### src/mjd_pkg.sv
`timescale 1ns / 1ps
`default_nettype none
// ----------------------------------------------------------------------------
// mjd_pkg
// Shared types, codes and helpers of the multicore job dispatcher.
// ----------------------------------------------------------------------------
package mjd_pkg;

    localparam int MAX_CORES = 8;

    localparam logic [2:0] SCH_FCFS = 3'd0;
    localparam logic [2:0] SCH_SJF  = 3'd1;
    localparam logic [2:0] SCH_PSJF = 3'd2;
    localparam logic [2:0] SCH_PRI  = 3'd3;
    localparam logic [2:0] SCH_PPRI = 3'd4;
    localparam logic [2:0] SCH_RR   = 3'd5;

    localparam logic [1:0] KIND_ARRIVE = 2'd0;
    localparam logic [1:0] KIND_FINISH = 2'd1;
    localparam logic [1:0] KIND_EXPIRE = 2'd2;

    localparam logic CFG_SCHEME = 1'b0;
    localparam logic CFG_CORES  = 1'b1;

    typedef struct packed {
        logic [15:0] num;
        logic [31:0] arrival;
        logic [23:0] remaining;
        logic [15:0] urgency;
        logic [31:0] waited;
        logic        resp_valid;
        logic [31:0] resp;
        logic [31:0] last;
        logic [31:0] started;
    } job_rec_t;

    typedef struct packed {
        logic       push;
        logic       pop;
        logic [2:0] scheme;
    } q_cmd_t;

    typedef struct packed {
        logic done;
        logic empty;
        logic room;
    } q_stat_t;

    function automatic logic [23:0] key_of(job_rec_t r, logic [2:0] s);
        logic [23:0] k;
        case (s) inside
            SCH_SJF, SCH_PSJF: k = r.remaining;
            SCH_PRI, SCH_PPRI: k = {8'd0, r.urgency};
            default:           k = 24'd0;
        endcase
        return k;
    endfunction

endpackage
`default_nettype wire

### src/mjd_core_ram.sv
`timescale 1ns / 1ps
`default_nettype none
// ----------------------------------------------------------------------------
// mjd_core_ram
// Per-core job record memory, one write and one registered read per cycle.
// ----------------------------------------------------------------------------
module mjd_core_ram #(
    parameter int DEPTH = 8,
    parameter int AW    = 3
) (
    input  wire logic             clk,
    input  wire logic             we,
    input  wire logic [AW-1:0]    waddr,
    input  wire mjd_pkg::job_rec_t wdata,
    input  wire logic [AW-1:0]    raddr,
    output mjd_pkg::job_rec_t     rdata
);
    import mjd_pkg::*;

    job_rec_t mem [DEPTH];
    job_rec_t rdata_reg;

    always_ff @(posedge clk)
    begin
        if (we)
        begin
            mem[waddr] <= wdata;
        end
        rdata_reg <= mem[raddr];
    end

    assign rdata = rdata_reg;

endmodule
`default_nettype wire

### config.mk
export PLATFORM = sky130hd
export DESIGN_NAME = mjd_core_ram
export DESIGN_NICKNAME = d
export VERILOG_FILES = /design/src/mjd_pkg.sv /design/src/mjd_core_ram.sv
export SDC_FILE = /design/constraint.sdc
export NUM_CORES = 1
export LEC_CHECK = 0
export ABC_CLOCK_PERIOD_IN_PS = 15500
export BUFFER_PORTS_ARGS = -buffer_cell sky130_fd_sc_hd__buf_4
export CELL_PAD_IN_SITES_DETAIL_PLACEMENT = 0
export CELL_PAD_IN_SITES_GLOBAL_PLACEMENT = 1
export CORE_MARGIN = 4
export CORE_UTILIZATION = 30
export DETAILED_ROUTE_END_ITERATION = 8
export PLACE_DENSITY = 0.59
export SYNTH_ARGS = -nofsm -noshare
export SYNTH_HDL_FRONTEND = slang
export SYNTH_SLANG_ARGS = --single-unit
### constraint.sdc
create_clock -name clk -period 15.5 [get_ports clk]
set_input_delay 0.775 -clock clk [delete_from_list [all_inputs] [get_ports clk]]
set_output_delay 0.775 -clock clk [all_outputs]
set_load 0.02 [all_outputs]
==> results.py <==
metrics = {
    "yosys": {
        "syn_nets": 2962,
        "ys_ff_latch": 1953,
        "ys_types": 12,
        "synth_area_leaders": "edfxtp_1 75%, mux4_2 14%, dfxtp_1 6.3%",
        "syn_inst": 2737,
        "syn_avg_cell_area_um2": 25.4,
        "yosysSeqAreaShare_pct": 81.3,
        "yosysTopAreaCellShare_pct": 75.0,
        "synth.cell_area_um2": 69500,
        "yosys_warnings": 0,
        "synth_top_cell_by_area": "edfxtp_1",
    },
    "min_path": {
        "hold_class": "in2reg",
        "min_to": "mem[0][126]",
        "hold_depth": 1,
        "hp-start": "wdata[126]",
    },
    "route": {
        "drt_pass1_iterations": 5,
        "final_antenna_net_count": 0,
        "drt_first_iter_violations": 1929,
        "post-route-drc-count": 0,
        "via_per_inst": 4.55,
        "via_count": 29700,
        "wl_per_cell_um": 23.2,
        "drt_wl_total_mm": 151,
    },
    "setup_path": {
        "critical_path_class": "in2reg",
        "start_kind": "input port",
        "r2r_end": "rdata[82]",
        "crit_path_max_fanout": 98,
        "critPathArrivalTime_ns": 4.56,
        "worst-endpoint-required_ns": 16.19,
        "r2r_slack_ns": 14.18,
        "crit_path_end_kind": "flip-flop",
        "reg2reg_depth": 2,
        "r2r_start": "mem[7][82]",
    },
    "die": {
        "dieArea_um2": 239000,
        "die_h_um": 489,
        "num_rows": 176,
        "core-area_um2": 230000,
        "die_x_um": 489,
        "start_util_pct": 30.2,
        "io_pins": 442,
    },
    "sta": {
        "setup-violations-final": 0,
        "rsz0062_at_grt": "no",
        "tightest_slew_ns": 1.02,
        "skew_ns": 0.0277,
        "max_slew_margin_pct": 32.3,
        "fin_crit_sh_pct": 25.0,
        "max_freq_ghz": 0.258,
        "hold_viol_final": 0,
        "period_needed_ns": 3.87,
        "maxSlewViolCount": 0,
        "tns_ns": 0,
    },
    "global_route": {
        "grt_usage_pct": 12.5,
        "grt_pass1_vias": 31900,
        "grt_max_degree": 103,
        "antenna_found_initial": 12,
        "globalRouteOverflowTotal": 0,
        "grt_pass1_wl_mm": 220,
    },
    "final_layout": {
        "n_fill_cell": 20900,
        "fin_cells": 6524,
        "drive_gt1_share_pct": 41.3,
        "multi_input_area_um2": 12300,
        "syn2layout_area_growth_pct": 19.5,
        "fin_area_um2": 83000,
        "largest_reg_flops": 1736,
        "finish.net_count": 3539,
        "fin_util_pct": 36.1,
        "layout.area.seq_um2": 56500,
        "layout_commonest_cell": "edfxtp_1",
        "final_cell_mix": "1736 x edfxtp_1, 483 x buf_4, 434 x mux4_2",
    },
    "power": {
        "vdd.ir_drop.worst_v": 0.000101,
        "p_per_area_nw_per_um2": 138,
        "leakage_nw": 26.9,
    },
    "placed_design": {
        "placedCellCount": 6137,
        "portBuffers": 441,
        "placed_area_um2": 76400,
        "gp_congestion": 0.688,
        "place_hpwl_mm": 81.3,
    },
    "clock_tree": {
        "cts-root-buf": "clkbuf_16",
        "cts_setup_buffers": 0,
        "cts_tree": "built",
        "cts_buffer_depth": 3,
        "numCtsBuffers": 201,
        "clk_pin_slew_ns": 0.06,
        "ctsResizeCount": 0,
        "htreeDepth": 4,
        "insertion_delay_ns": 0.83,
        "postCtsHoldBufs": 0,
        "cts.sinks": 1953,
    },
    "flow_run": {
        "drv_cap": 0,
    },
    "run_status": {
        "status": "complete, no violations",
    },
}
[critical path: stages]
cell	delay, ns
buf_8	0.53
buf_4	0.70
buf_4	0.65
buf_4	0.81
mux4_2	0.41
mux2_2	0.27
[Yosys cell counts]
library cell	instances
buf_1	5
buf_2	39
buf_6	30
clkbuf_1	46
dfxtp_1	217
edfxtp_1	1736
mux2_2	217
mux4_2	434
nand2_1	2
nand2b_1	3
nor2_1	6
nor3_1	2
[per-layer routing]
layer  track usage, %  share of wire [%]  wire [µm]  up-vias
met4             3.34                2.1       3110        8
met1             16.2                 43      64400    16000
met2             20.8                 50      75100      621
li1                 -                  -          -    12800
met3             3.14                5.6       8450      235
met5                0              0.034         51        -
[cell type report]
class / instances / area share [%]
repair buffers: 494 / 4.61
flip-flops and latches: 1953 / 68.0
clock inverters: 100 / 1.25
multi-input cells: 664 / 14.9
diodes: 5 / 0.0151
clock buffers: 282 / 6.68
well taps: 3026 / 4.56
[how the worst max path moves through the flow]
stage	start	to	slack (ns)	depth (start not counted)
final	raddr[2]	rdata[21]	11.63	6
after floorplan	waddr[2]	mem[2][0]	4.71	2
after detailed placement	raddr[0]	rdata[72]	10.72	6
after global routing	raddr[0]	rdata[50]	11.40	6
after global placement	raddr[0]	rdata[49]	10.76	6
after CTS	raddr[0]	rdata[72]	11.66	6
[per-stage QoR]
stage                     hold slack, ns  power (W)  worst slack, ns
final                              0.176     0.0114            11.63
after global routing              0.0886     0.0119            11.40
after CTS                         0.0630     0.0116            11.66
after detailed placement           0.669    0.00682            10.72
after global placement             0.663    0.00681            10.76
after floorplan                    0.657    0.00651             4.71
[where the power goes]
part	switching, W	internal [W]	total (W)
combinational	0.000364	0.000311	0.000676
sequential	0.0000660	0.00595	0.00601
clock	0.00200	0.00273	0.00473
total	0.00243	0.00899	0.0114
[cells by family (layout without fill, tap and decap cells)]
logic type	Yosys count	in the layout	share of synthesized area (%)
buf+inv	120	876	1.04
flops	1953	1953	81.3
mux	651	651	17.6
other cells	0	5	0
simple gates	13	13	0.0846
Note: power is estimated with default switching activity, not from simulation.
