[config.mk]
export PLATFORM = sky130hd
export DESIGN_NAME = mjd_stats
export DESIGN_NICKNAME = d
export VERILOG_FILES = /design/src/mjd_pkg.sv /design/src/mjd_stats.sv
export SDC_FILE = /design/constraint.sdc
export NUM_CORES = 1
export LEC_CHECK = 0
export ABC_AREA = 1
export BUFFER_PORTS_ARGS = -buffer_cell sky130_fd_sc_hd__buf_4
export CORE_AREA = 2 2 193 195
export DETAILED_ROUTE_END_ITERATION = 6
export DIE_AREA = 0 0 195 197
export PLACE_DENSITY_LB_ADDON = 0.12
export SYNTH_ARGS = -nofsm -noshare
export SYNTH_HDL_FRONTEND = slang
export SYNTH_SLANG_ARGS = --single-unit
[constraint.sdc]
create_clock -name clk -period 2.14 [get_ports clk]
set_input_delay 0.214 -clock clk [delete_from_list [all_inputs] [get_ports clk]]
set_output_delay 0.214 -clock clk [all_outputs]
set_load 0.005 [all_outputs]
[src/mjd_pkg.sv]
`timescale 1ns / 1ps
`default_nettype none
// ----------------------------------------------------------------------------
// mjd_pkg
// Shared types, codes and helpers of the multicore job dispatcher.
// ----------------------------------------------------------------------------
package mjd_pkg;

    localparam int MAX_CORES = 8;

    localparam logic [2:0] SCH_FCFS = 3'd0;
    localparam logic [2:0] SCH_SJF  = 3'd1;
    localparam logic [2:0] SCH_PSJF = 3'd2;
    localparam logic [2:0] SCH_PRI  = 3'd3;
    localparam logic [2:0] SCH_PPRI = 3'd4;
    localparam logic [2:0] SCH_RR   = 3'd5;

    localparam logic [1:0] KIND_ARRIVE = 2'd0;
    localparam logic [1:0] KIND_FINISH = 2'd1;
    localparam logic [1:0] KIND_EXPIRE = 2'd2;

    localparam logic CFG_SCHEME = 1'b0;
    localparam logic CFG_CORES  = 1'b1;

    typedef struct packed {
        logic [15:0] num;
        logic [31:0] arrival;
        logic [23:0] remaining;
        logic [15:0] urgency;
        logic [31:0] waited;
        logic        resp_valid;
        logic [31:0] resp;
        logic [31:0] last;
        logic [31:0] started;
    } job_rec_t;

    typedef struct packed {
        logic       push;
        logic       pop;
        logic [2:0] scheme;
    } q_cmd_t;

    typedef struct packed {
        logic done;
        logic empty;
        logic room;
    } q_stat_t;

    function automatic logic [23:0] key_of(job_rec_t r, logic [2:0] s);
        logic [23:0] k;
        case (s) inside
            SCH_SJF, SCH_PSJF: k = r.remaining;
            SCH_PRI, SCH_PPRI: k = {8'd0, r.urgency};
            default:           k = 24'd0;
        endcase
        return k;
    endfunction

endpackage
`default_nettype wire

[src/mjd_stats.sv]
`timescale 1ns / 1ps
`default_nettype none
// ----------------------------------------------------------------------------
// mjd_stats
// Saturating sums of wait, turnaround and response, and the finished count.
// ----------------------------------------------------------------------------
module mjd_stats (
    input  wire logic              clk,
    input  wire logic              rst_n,
    input  wire logic              fin_valid,
    input  wire mjd_pkg::job_rec_t fin_rec,
    input  wire logic [31:0]       fin_time,
    output logic [47:0]            wait_sum,
    output logic [47:0]            turnaround_sum,
    output logic [47:0]            response_sum,
    output logic [31:0]            finished_count
);
    import mjd_pkg::*;

    logic [47:0] wait_reg, wait_next;
    logic [47:0] turn_reg, turn_next;
    logic [47:0] resp_reg, resp_next;
    logic [31:0] done_reg, done_next;
    logic [31:0] turn_delta;

    function automatic logic [47:0] add_sat(input logic [47:0] a, input logic [31:0] b);
        logic [48:0] s;
        s = {1'b0, a} + 49'(b);
        return s[48] ? 48'hFFFF_FFFF_FFFF : s[47:0];
    endfunction

    always_comb
    begin
        turn_delta = fin_time - fin_rec.arrival;
        wait_next = wait_reg;
        turn_next = turn_reg;
        resp_next = resp_reg;
        done_next = done_reg;
        if (fin_valid)
        begin
            wait_next = add_sat(wait_reg, fin_rec.waited);
            turn_next = add_sat(turn_reg, turn_delta);
            if (fin_rec.resp_valid)
            begin
                resp_next = add_sat(resp_reg, fin_rec.resp);
            end
            if (done_reg != 32'hFFFF_FFFF)
            begin
                done_next = done_reg + 32'd1;
            end
        end
    end

    always_ff @(posedge clk or negedge rst_n)
    begin
        if (!rst_n)
        begin
            wait_reg <= '0;
            turn_reg <= '0;
            resp_reg <= '0;
            done_reg <= '0;
        end
        else
        begin
            wait_reg <= wait_next;
            turn_reg <= turn_next;
            resp_reg <= resp_next;
            done_reg <= done_next;
        end
    end

    assign wait_sum       = wait_reg;
    assign turnaround_sum = turn_reg;
    assign response_sum   = resp_reg;
    assign finished_count = done_reg;

endmodule
`default_nettype wire

==> results.tsv, run 1 <==
metric	value	unit
routed-via-count	22514	
core-area	36300	sq um
grt_start_max_net_pins	83	
worst_slack	-0.786	ns
power_switching	17.2	mW
finalClockSkew	0.0144	ns
outcome	complete, but fails checks	
critPathArrivalTime	3.27	ns
drt-vias-per-instance	5.36	
drtIter0Drc	1536	
synth_sequential_area_ratio	24.4	%
numCtsBuffers	17	
drive_above_1_share	34.8	%
post_synth_inst_count	3000	
post_drt_antenna_nets	0	
violations	setup timing	
power.static_leakage	14.4	nW
die_width	195	um
place_hpwl	53100	um
rsz_0062_raised_after_global_routing	true	
antenna-diode-count	0	
worst_ep_required_time	2.49	ns
synth-main-ff-cell	dfrtp_1	
dpl.cell_count	4130	
max-clock-path-buffers	2	
grt_antenna_before_repair	0	
count_of_buffers_inserted_at_the_top_level_ports	307	
vdd_ir_drop_max	0.887	mV
timing.critical_path.from_type	primary input	
count_of_placed_standard_cells_in_the_final_layout_fillers_left_out	4197	
min-delay-path-class	in -> reg	
overflow	0	
final_min_period_over_clock_period	137	%
yosys_warnings	0	
cts.sink_count	176	
maxSlewViolCount	0	
die-height	197	um
share_of_total_power_consumed_by_net_switching	48.2	%
synth_cell_types	43	
insertion_delay	0.46	ns
syn_area_per_cell	6.01	sq um
synth.ff_latch_count	176	
timing.fmax	0.342	GHz
filler_cell_count	2879	
boundaryPins	428	
clock_tree.root_cell	clkbuf_16	
firstDrtPassIters	5	
grt.total_usage	34.5	%
finish.utilization	75.6	%
die_area	38400	sq um
clkPwrFrac	9.2	%
routedWlPerCell	16.7	um
worstSetupPathType	in -> reg	
number_of_global_route_vias_before_repair	21610	
place_worst_setup_slack	-1.43	ns
detail_route.drc_violations	0	
pwr_density_cell	1300	nW/um^2
drt_wl_total	69900	um
p_int	18.4	mW
finalHoldViolations	0	
synth_edf_count	0	
area_delta_synth_final	51.9	%
crit_path_end_kind	register	
tightest_slew	0.541	ns
sequentialPowerShare	15.6	%
synth.cell_area	18000	sq um
setup_violations	90	
drv.max_cap_violation_count	0	
power.combinational.fraction	75.2	%
cts.htree.levels	4	
period_minus_slack	2.93	ns
crit_fanout	4	
tritoncts	yes	
placementRows	70	
postSynthNetCount	3386	
postSynth.asyncResetShare	100	%
routabilityCongestion	0.996	
finish.net_count	4104	
worst_path_clk_slew	0.08	ns
grt_first_pass_wirelength	107000	um
max_slew_margin	63.7	%
initial_core_utilization	49.8	%
==> worst paths after layout <==
kind	start	end	slack [ns]	cells past startpoint
min in group asynchronous	rst_n	response_sum[15]	0.17	2
setup / recovery	fin_time[0]	turnaround_sum[34]	-0.79	22
hold / removal	fin_rec[97]	wait_sum[0]	0.14	4
max in group asynchronous	rst_n	finished_count[2]	1.23	3
hold reg to reg	finished_count[11]	finished_count[11]	0.52	1
setup reg to reg	turnaround_sum[0]	turnaround_sum[15]	-0.20	13
==> timing repair <==
item,CTS,global route
cloned,5,2
pin swaps,77,101
resized for setup,265,340
hold buffers,1,0
hold endpoints to repair,122,0
buffers inserted,16,16
setup endpoints to repair,144,146
==> kinds of logic (layout without fill, tap and decap cells) <==
logic type,count (synthesis),after routing,share of synthesized area (%)
AO/OA/AOI/OAI,284,284,8.91
XOR/XNOR,113,113,5.49
adder cells (fa/ha/maj),134,134,9.46
buffers and inverters,513,1241,11.0
flip-flops,176,176,24.4
AND/OR/NAND/NOR,1780,1781,40.8
==> layer usage <==
metal	global-route usage, %	wire [um]	vias up
met1	45.0	29100	10506
met4	14.8	3030	0
met2	57.3	32800	983
met5	0	0	-
li1	-	-	10810
met3	5.17	4960	215
==> through the flow <==
step           instance area [sq um]  hold slack, ns  power (mW)  TNS, ns
2_1_floorplan                  18100         -0.0816        17.2   -35.72
3_3_place_gp                   23800          0.0837        26.9   -74.73
3_5_place_dp                   23800          0.0906        27.3   -80.05
4_1_cts                        25700           0.126        32.3   -34.31
5_1_grt                        27400           0.168        38.1   -51.88
6_report                       27400           0.142        35.6   -38.48
==> power by group through the flow <==
stage / combinational [mW] / clock (mW) / sequential, mW
6_report: 26.8 / 3.27 / 5.55
5_1_grt: 29.0 / 3.43 / 5.67
4_1_cts: 23.6 / 3.30 / 5.37
3_5_place_dp: 21.9 / 0 / 5.40
3_3_place_gp: 21.6 / 0 / 5.33
2_1_floorplan: 11.7 / 0 / 5.47
==> Yosys cell counts, types with 2 or more instances <==
library cell	instances	area [sq um]
dfrtp_1	176	4400
o21ai_1	2	10.0
inv_1	476	1790
o211ai_1	4	30.0
nor4_1	9	56.3
inv_2	5	18.8
a21oi_2	23	201
ha_1	130	1630
buf_4	5	37.5
o21ai_0	49	245
nand2_1	1018	3820
buf_2	4	20.0
nand3_1	197	986
nand3_2	6	60.1
nor3_1	47	235
nand2_2	6	37.5
buf_6	4	45.0
o21a_1	6	45.0
buf_1	4	15.0
a21o_1	4	30.0
nor2_2	6	37.5
xnor2_1	74	648
and3_1	2	12.5
xor2_1	39	342
clkbuf_1	14	52.6
o21bai_1	15	113
nor3_2	4	40.0
nand4_1	33	206
a21oi_1	174	871
nand3b_1	27	203
nor2_1	418	1570
and2_1	2	12.5
a21boi_0	3	22.5
fa_1	4	80.1
nor3_4	2	32.5
==> layout by cell type (no fill, tap or decap), types with 6 or more instances in the layout <==
cell       count
nor2_4        30
ha_1          65
buf_6         17
xor2_1        27
a21oi_1       94
xor2_2        10
nand2_4       17
o21a_1         6
nor2_2        67
dfrtp_1      175
nand4_1       33
o21ai_0       23
nand2_1      892
nor4_1         9
buf_4        694
nand3_1      136
ha_2          10
nor2_1       328
a21oi_4        9
nand3_4        8
inv_2         13
nand3_2       60
nor3_2         9
nand2_2      113
inv_1        467
o21ai_1       15
o21ai_2       10
ha_4          55
a21oi_2       95
nor3_1        39
clkbuf_16     19
buf_12        10
nand3b_1      27
xnor2_1       68
o21bai_1      11
==> worst max-delay path, stage by stage <==
cell,delay (ns)
buf_8,0.08
inv_8,0.03
ha_4,0.15
fa_2,0.42
o21ai_4,0.23
nand3_2,0.12
nand3_4,0.11
nand2_1,0.06
o211ai_1,0.11
xor2_1,0.31
buf_4,0.18
ha_4,0.12
inv_1,0.07
o21ai_2,0.22
buf_4,0.15
nor2_1,0.05
o21ai_1,0.21
a21oi_2,0.06
nand2_2,0.16
nand2_1,0.07
nand2_1,0.08
nand3_2,0.06
==> cell type report <==
| type | count | area (sq um) | share of cell area (%) |
|---|---|---|---|
| tap | 468 | 586 | 2.14 |
| multi-input combinational | 2312 | 14300 | 52.1 |
| timing repair buffer | 729 | 5750 | 21.0 |
| clock inverter | 11 | 131 | 0.479 |
| clock buffer | 19 | 443 | 1.62 |
| inverter | 482 | 1820 | 6.63 |
| sequential | 176 | 4410 | 16.1 |
==> sequential cells by signal, summed over array words and instances (netlist names) <==
signal	count
response_sum	48
finished_count	32
turnaround_sum	48
wait_sum	48
No activity file was read; power rests on OpenSTA's default activity.
==> inputs of run 2 (changes only) <==
--- a/config.mk
+++ b/config.mk
@@ -7,9 +7,9 @@
 export LEC_CHECK = 0
 export ABC_AREA = 1
 export BUFFER_PORTS_ARGS = -buffer_cell sky130_fd_sc_hd__buf_4
-export CORE_AREA = 2 2 193 195
+export CORE_AREA = 2 2 249 251
 export DETAILED_ROUTE_END_ITERATION = 6
-export DIE_AREA = 0 0 195 197
+export DIE_AREA = 0 0 251 253
 export PLACE_DENSITY_LB_ADDON = 0.12
 export SYNTH_ARGS = -nofsm -noshare
 export SYNTH_HDL_FRONTEND = slang
==> constraint.sdc (replaced) <==
create_clock -name clk -period 2.14 [get_ports clk]
set_input_delay 0.214 -clock clk [delete_from_list [all_inputs] [get_ports clk]]
set_output_delay 0.214 -clock clk [all_outputs]
set_load 0.01 [all_outputs]
==> run 2 against run 1 <==
Against the previous run: the run still ends with setup timing left; largest power group unchanged; routed wire length rose by 11%; combinational power up 16%; flip-flop and latch count did not move; clock power up 9.2%; final cell count up 13%; via count down 1.5%.
==> results.tsv, run 2 (synthesis results as in run 1) <==
metric	value	unit	change
worst_ep_required_time	2.53	ns	+0.04 ns
drive_above_1_share	42.0	%	+7.3 points
critPathArrivalTime	3.33	ns	+0.06 ns
routed-via-count	22176		-1.5%
timing.fmax	0.340	GHz	-0.67%
max_slew_margin	62.1	%	-1.6 points
period_minus_slack	2.95	ns	+0.0196 ns
outcome	complete, but fails checks		
cp-endpoint	turnaround_sum[11]		
crit_path_top_delay_cell	ha_1		
violations	setup timing		
die_area	63500	sq um	+65%
final_min_period_over_clock_period	138	%	+0.92 points
insertion_delay	0.51	ns	+0.05 ns
cts.htree.levels	4		unchanged
area_delta_synth_final	67.6	%	
antenna-diode-count	0		unchanged
grt_first_pass_wirelength	118000	um	+10%
postPlaceCellArea	25600	sq um	+7.2%
boundaryPins	428		unchanged
pwr_density_cell	1330	nW/um^2	+2.3%
final_common_cell	buf_4		
cp_num_cells	21		-4.5%
cts.sink_count	176		unchanged
place_worst_setup_slack	-1.60	ns	-0.166 ns
drt_wl_total	77400	um	+11%
crit_start	fin_rec[174]		
worst_path_clk_slew	0.09	ns	about the same
maxSlewViolCount	0		unchanged
initial_core_utilization	29.6	%	-20 points
power.static_leakage	15.6	nW	+8.5%
overflow	0		unchanged
worst_slack	-0.805	ns	-0.0196 ns
max-clock-path-buffers	2		unchanged
fin_tns_setup	-39.85	ns	-1.36 ns
crit_chain	buf_4 -> inv_1 -> ha_4 -> a21oi_1 -> a21boi_4 -> o21bai_1 -> buf_4 -> xor2_2 -> ha_1 -> nand2_2 -> inv_2 -> a21oi_4 -> nor2_1 -> nor2_1 -> nand2_1 -> nand2_1 -> nand2_2 -> a21oi_4 -> buf_12 -> clkbuf_16 -> a21oi_2		
finalHoldViolations	0		unchanged
reg2reg_setup_slack	-0.28	ns	-0.08 ns
drt-vias-per-instance	4.69		-13%
clock_tree.root_cell	clkbuf_16		
path_buf_inv	6		+1
rsz_0062_raised_after_global_routing	true		
firstDrtPassIters	5		unchanged
filler_cell_count	6338		+120%
crit_path_max_incr_delay	0.35	ns	-0.07 ns
layout_common_cells	buf_4 (885), nand2_1 (815), inv_1 (450)		
crit_reg_reg_startpoint	turnaround_sum[0]		
timing.critical_path.from_type	primary input		
worstSetupPathType	in -> reg		
numCtsBuffers	17		unchanged
placementRows	91		+30%
final_cell_area	30200	sq um	+10%
count_of_buffers_inserted_at_the_top_level_ports	307		unchanged
vdd_ir_drop_max	0.748	mV	-16%
grt_antenna_before_repair	1		+1
drtIter0Drc	1082		-30%
routedWlPerCell	16.4	um	-1.8%
routabilityCongestion	0.960		-3.6%
critical-path-top-delay-family	compound AO/OA/AOI/OAI gates		
depth_of_the_worst_register_to_register_path	14		+1
tritoncts	yes		
setup_violations	124		+38%
die_width	251	um	+29%
count_of_placed_standard_cells_in_the_final_layout_fillers_left_out	4732		+13%
r2r_end	turnaround_sum[11]		
multi_input_area	15000	sq um	+5.0%
detail_route.drc_violations	0		unchanged
core-area	61000	sq um	+68%
post_drt_antenna_nets	0		unchanged
number_of_global_route_vias_before_repair	21778		+0.78%
grt.total_usage	23.6	%	-11 points
finish.net_count	4315		+5.1%
drv.max_cap_violation_count	0		unchanged
place_hpwl	61600	um	+16%
tightest_slew	0.563	ns	+0.0215 ns
min-delay-path-class	in -> reg		
crit_path_end_kind	register		
crit_fanout	5		+1
finalClockSkew	0.0147	ns	+0.000363 ns
layout.area.seq	4400	sq um	about the same
dpl.cell_count	4622		+12%
grt_start_max_net_pins	46		-45%
die-height	253	um	+28%
[run 2: cell count changes in the layout (fill, tap and decap cells not counted), moves of 21 or more]
cell,previous run,this run
buf_4,694,885
nand2_1,892,815
nand2_2,113,174
nor2_1,328,302
nor2_4,30,55
nand3_1,136,115
[run 2: per-stage QoR]
stage	hold WS, ns	util, %	power (mW)
finish	0.0815	49.5	40.2
global route	0.0849	49.5	43.3
CTS	0.0115	45.8	37.0
detailed placement	0.198	41.9	30.5
global placement	0.189	41.9	30.4
floorplan	-0.0816	-	17.6
[run 2: worst min path at each step]
stage               slack, ns  cells after the start                 to        start
floorplan               -0.08                      0  finished_count[0]        rst_n
global placement         0.19                      1   response_sum[16]        rst_n
detailed placement       0.20                      1   response_sum[16]        rst_n
CTS                      0.01                      4        wait_sum[0]  fin_rec[97]
global route             0.08                      4        wait_sum[0]  fin_rec[97]
finish                   0.08                      4        wait_sum[0]  fin_rec[97]
[run 2: cell type report]
type	count	share of cell area [%]
Clock inverter	15	0.708
Inverter	482	6.05
Timing Repair Buffer	937	24.4
Multi-Input combinational cell	2315	49.5
Sequential cell	176	14.6
Tap cell	790	3.27
Clock buffer	17	1.41
[run 2: worst register-to-register path: stages (launching register included)]
cell	delay, ns
dfrtp_1	0.39
ha_1	0.23
fa_1	0.41
nand3_1	0.10
nand3_2	0.08
nand2_1	0.08
nand3_2	0.11
nand2_1	0.08
nand2_1	0.10
nand2_1	0.09
nand2_2	0.09
a21oi_4	0.18
buf_12	0.16
clkbuf_16	0.16
a21oi_2	0.05
[run 2: repair_timing]
action / CTS / global route
pin swaps: 103 / 170
hold endpoints to repair: 35 / 0
gates cloned: 4 / 4
resized for setup: 382 / 433
buffers inserted: 37 / 36
setup endpoints to repair: 144 / 163
hold buffers: 1 / 0
[run 2: metal layers]
metal / track usage (%) / share of wire, %
met3: 3.27 / 4.2
met4: 6.62 / 2.1
met1: 32.0 / 47
met5: 0 / 0.017
met2: 39.2 / 47
[run 2: power breakdown]
group / switching [mW] / total, mW / internal (mW)
clock network: 1.93 / 3.57 / 1.64
logic: 16.4 / 31.2 / 14.8
registers: 1.02 / 5.44 / 4.42
==> inputs of run 3 (changes only) <==
--- a/config.mk
+++ b/config.mk
@@ -6,11 +6,12 @@
 export NUM_CORES = 1
 export LEC_CHECK = 0
 export ABC_AREA = 1
-export BUFFER_PORTS_ARGS = -buffer_cell sky130_fd_sc_hd__buf_4
 export CORE_AREA = 2 2 249 251
 export DETAILED_ROUTE_END_ITERATION = 6
 export DIE_AREA = 0 0 251 253
+export DONT_BUFFER_PORTS = 1
 export PLACE_DENSITY_LB_ADDON = 0.12
+export SETUP_SLACK_MARGIN = 0.1
 export SYNTH_ARGS = -nofsm -noshare
 export SYNTH_HDL_FRONTEND = slang
 export SYNTH_SLANG_ARGS = --single-unit
==> run 3 against run 2 <==
Against the previous run: the run ends with hold timing, setup timing left; register-to-register slack gained 0.05 ns; global-route usage shrank 0.11 points; first-iteration DRC count shrank 5.2%; power shrank 5.9%; clock power is essentially flat; design area shrank 6.3%; die area is the same; final cell count shrank 7.0%; non-clock buffer count shrank 331; critical path type unchanged; flip-flop and latch count is the same; fmax grew 7.2%.
==> results.tsv, run 3 (synthesis results as in run 1) <==
metric	value	unit	change
max_slew_margin	57.6	%	-4.5 points
worst_path_clk_slew	0.09	ns	about the same
detail_route.drc_violations	0		unchanged
antenna-diode-count	0		unchanged
max-clock-path-buffers	2		unchanged
grt_first_pass_wirelength	116000	um	-1.6%
tightest_slew	0.633	ns	+0.0705 ns
initial_core_utilization	29.6	%	unchanged
count_of_buffers_inserted_at_the_top_level_ports	0		-100%
cts.htree.levels	4		unchanged
routed-via-count	21044		-5.1%
grt_start_max_net_pins	177		+280%
core-area	61000	sq um	unchanged
filler_cell_count	6276		-0.98%
tritoncts	yes		
maxSlewViolCount	0		unchanged
period_minus_slack	2.75	ns	-0.198 ns
crit_reg_reg_startpoint	turnaround_sum[0]		
setup_violations	117		-5.6%
pwr_density_cell	1340	nW/um^2	+0.45%
numCtsBuffers	17		unchanged
worst_slack	-0.607	ns	+0.198 ns
boundaryPins	428		unchanged
drt-vias-per-instance	4.78		+2.0%
postPlaceCellArea	22900	sq um	-11%
worstSetupPathType	in -> reg		
final_common_cell	nand2_1		
met3_wirelength	3940	um	+20%
area_delta_synth_final	57.0	%	
insertion_delay	0.52	ns	about the same
outcome	complete, but fails checks		
drv.max_cap_violation_count	0		unchanged
placementRows	91		unchanged
cts_hold_buf	37		+36
depth_of_the_worst_register_to_register_path	14		unchanged
cts.sink_count	176		unchanged
drtIter0Drc	1026		-5.2%
count_of_placed_standard_cells_in_the_final_layout_fillers_left_out	4401		-7.0%
crit_path_end_kind	register		
routabilityCongestion	0.909		-5.3%
topmost_layer_with_routed_signal_wires	met4		
worst_ep_required_time	2.55	ns	+0.02 ns
finalHoldViolations	176		+176
reg2reg_setup_slack	-0.23	ns	+0.05 ns
post_drt_antenna_nets	0		unchanged
clock_tree.root_cell	clkbuf_16		
route.layer.met1.wl	34300	um	-5.6%
rsz_0062_raised_after_global_routing	true		
die_area	63500	sq um	unchanged
final_min_period_over_clock_period	128	%	-9.3 points
finalClockSkew	0.0135	ns	-0.00122 ns
dpl.cell_count	4247		-8.1%
grt_antenna_before_repair	0		-1
whs	-0.615	ns	-0.696 ns
firstDrtPassIters	6		+1
final_cell_area	28300	sq um	-6.3%
overflow	0		unchanged
critPathArrivalTime	3.15	ns	-0.18 ns
place_hpwl	59100	um	-4.0%
layout_common_cells	nand2_1 (831), buf_4 (512), inv_1 (451)		
min-delay-path-class	in -> async		
crit_fanout	5		unchanged
violations	hold timing, setup timing		
die_width	251	um	unchanged
number_of_global_route_vias_before_repair	20949		-3.8%
timing.critical_path.from_type	primary input		
vdd_ir_drop_max	0.783	mV	+4.7%
drive_above_1_share	36.1	%	-5.9 points
finish.net_count	3984		-7.7%
timing.fmax	0.364	GHz	+7.2%
place_worst_setup_slack	-1.48	ns	+0.117 ns
routedWlPerCell	17.5	um	+7.0%
wl_met2	37200	um	+2.8%
grt.total_usage	23.5	%	-0.11 points
power.static_leakage	14.2	nW	-9.0%
drt_wl_total	77000	um	-0.48%
die-height	253	um	unchanged
r2r_end	turnaround_sum[19]		
-- run 3: cell types whose count changed in the layout (fill, tap and decap cells not counted), moves of 8 or more --
cell / change
nand2_2: -29
a21oi_4: +10
dfrtp_1: -8
buf_4: -373
nor2_1: +16
nand2_4: +11
o21ai_1: -10
dfrtp_2: +8
nor2_2: -13
a21oi_1: -15
dlygate4sd3_1: +35
nand2_1: +16
-- run 3: per-stage QoR --
| stage | util, % | power, mW | TNS [ns] |
|---|---|---|---|
| detailed placement | 37.5 | 27.9 | -74.85 |
| CTS | 42.9 | 34.8 | -26.40 |
| global placement | 37.5 | 27.9 | -74.13 |
| floorplan | - | 17.8 | -38.14 |
| global route | 46.4 | 40.9 | -50.86 |
| finish | 46.4 | 37.8 | -34.80 |
-- run 3: area by class of cell --
| cell class | count | area (sq um) | share of cell area [%] |
|---|---|---|---|
| flip-flops and latches | 176 | 4410 | 15.6 |
| inverters | 482 | 1830 | 6.45 |
| repair inverters | 1 | 5.00 | 0.0177 |
| clock buffers | 17 | 425 | 1.50 |
| repair buffers | 606 | 5090 | 18.0 |
| clock inverters | 15 | 211 | 0.747 |
| multi-input cells | 2314 | 15400 | 54.2 |
| well taps | 790 | 988 | 3.49 |
-- run 3: worst max path at each step --
stage / slack, ns / startpoint / endpoint
detailed placement: -1.48 / fin_rec[190] / turnaround_sum[43]
global placement: -1.49 / fin_rec[190] / turnaround_sum[44]
finish: -0.61 / fin_time[0] / turnaround_sum[19]
CTS: -0.49 / fin_time[0] / turnaround_sum[9]
global route: -0.72 / fin_rec[176] / turnaround_sum[23]
floorplan: -0.86 / fin_time[0] / turnaround_sum[1]
-- run 3: where the power goes --
| group | switching [mW] | leakage (nW) | internal (mW) | total, mW |
|---|---|---|---|---|
| Sequential | 1.01 | 2.13 | 4.43 | 5.43 |
| Combinational | 15.8 | 11.8 | 13.0 | 28.8 |
| Clock | 1.94 | 0.308 | 1.64 | 3.58 |
| Total | 18.8 | 14.2 | 19.1 | 37.8 |
-- run 3: what timing repair did --
action | CTS | global route
resized for setup | 425 | 405
endpoints found under the hold margin | 269 | 176
pin swaps | 132 | 140
setup endpoints to repair | 145 | 176
cloned | 8 | 6
buffers inserted | 39 | 41
-- run 3: per-layer routing --
layer	vias to the layer above	track usage [%]
met3	80	4.64
li1	10605	-
met4	0	6.28
met5	-	0
met1	9908	29.8
met2	451	40.7
-- run 3: critical path, stage by stage --
cell and delay, ns:
inv_12 0.01, ha_4 0.14, fa_2 0.37, o21ai_4 0.18, a21boi_4 0.11, o21bai_1 0.15
buf_4 0.18, a21oi_4 0.07, xnor2_2 0.26, ha_4 0.27, nand2_4 0.07, inv_2 0.04
nand2_2 0.06, nand2_2 0.07, nand2_2 0.08, nand2_2 0.07, a21oi_4 0.16, nand2_4 0.10
a21oi_4 0.16, buf_6 0.16, clkbuf_16 0.15, a21oi_2 0.05
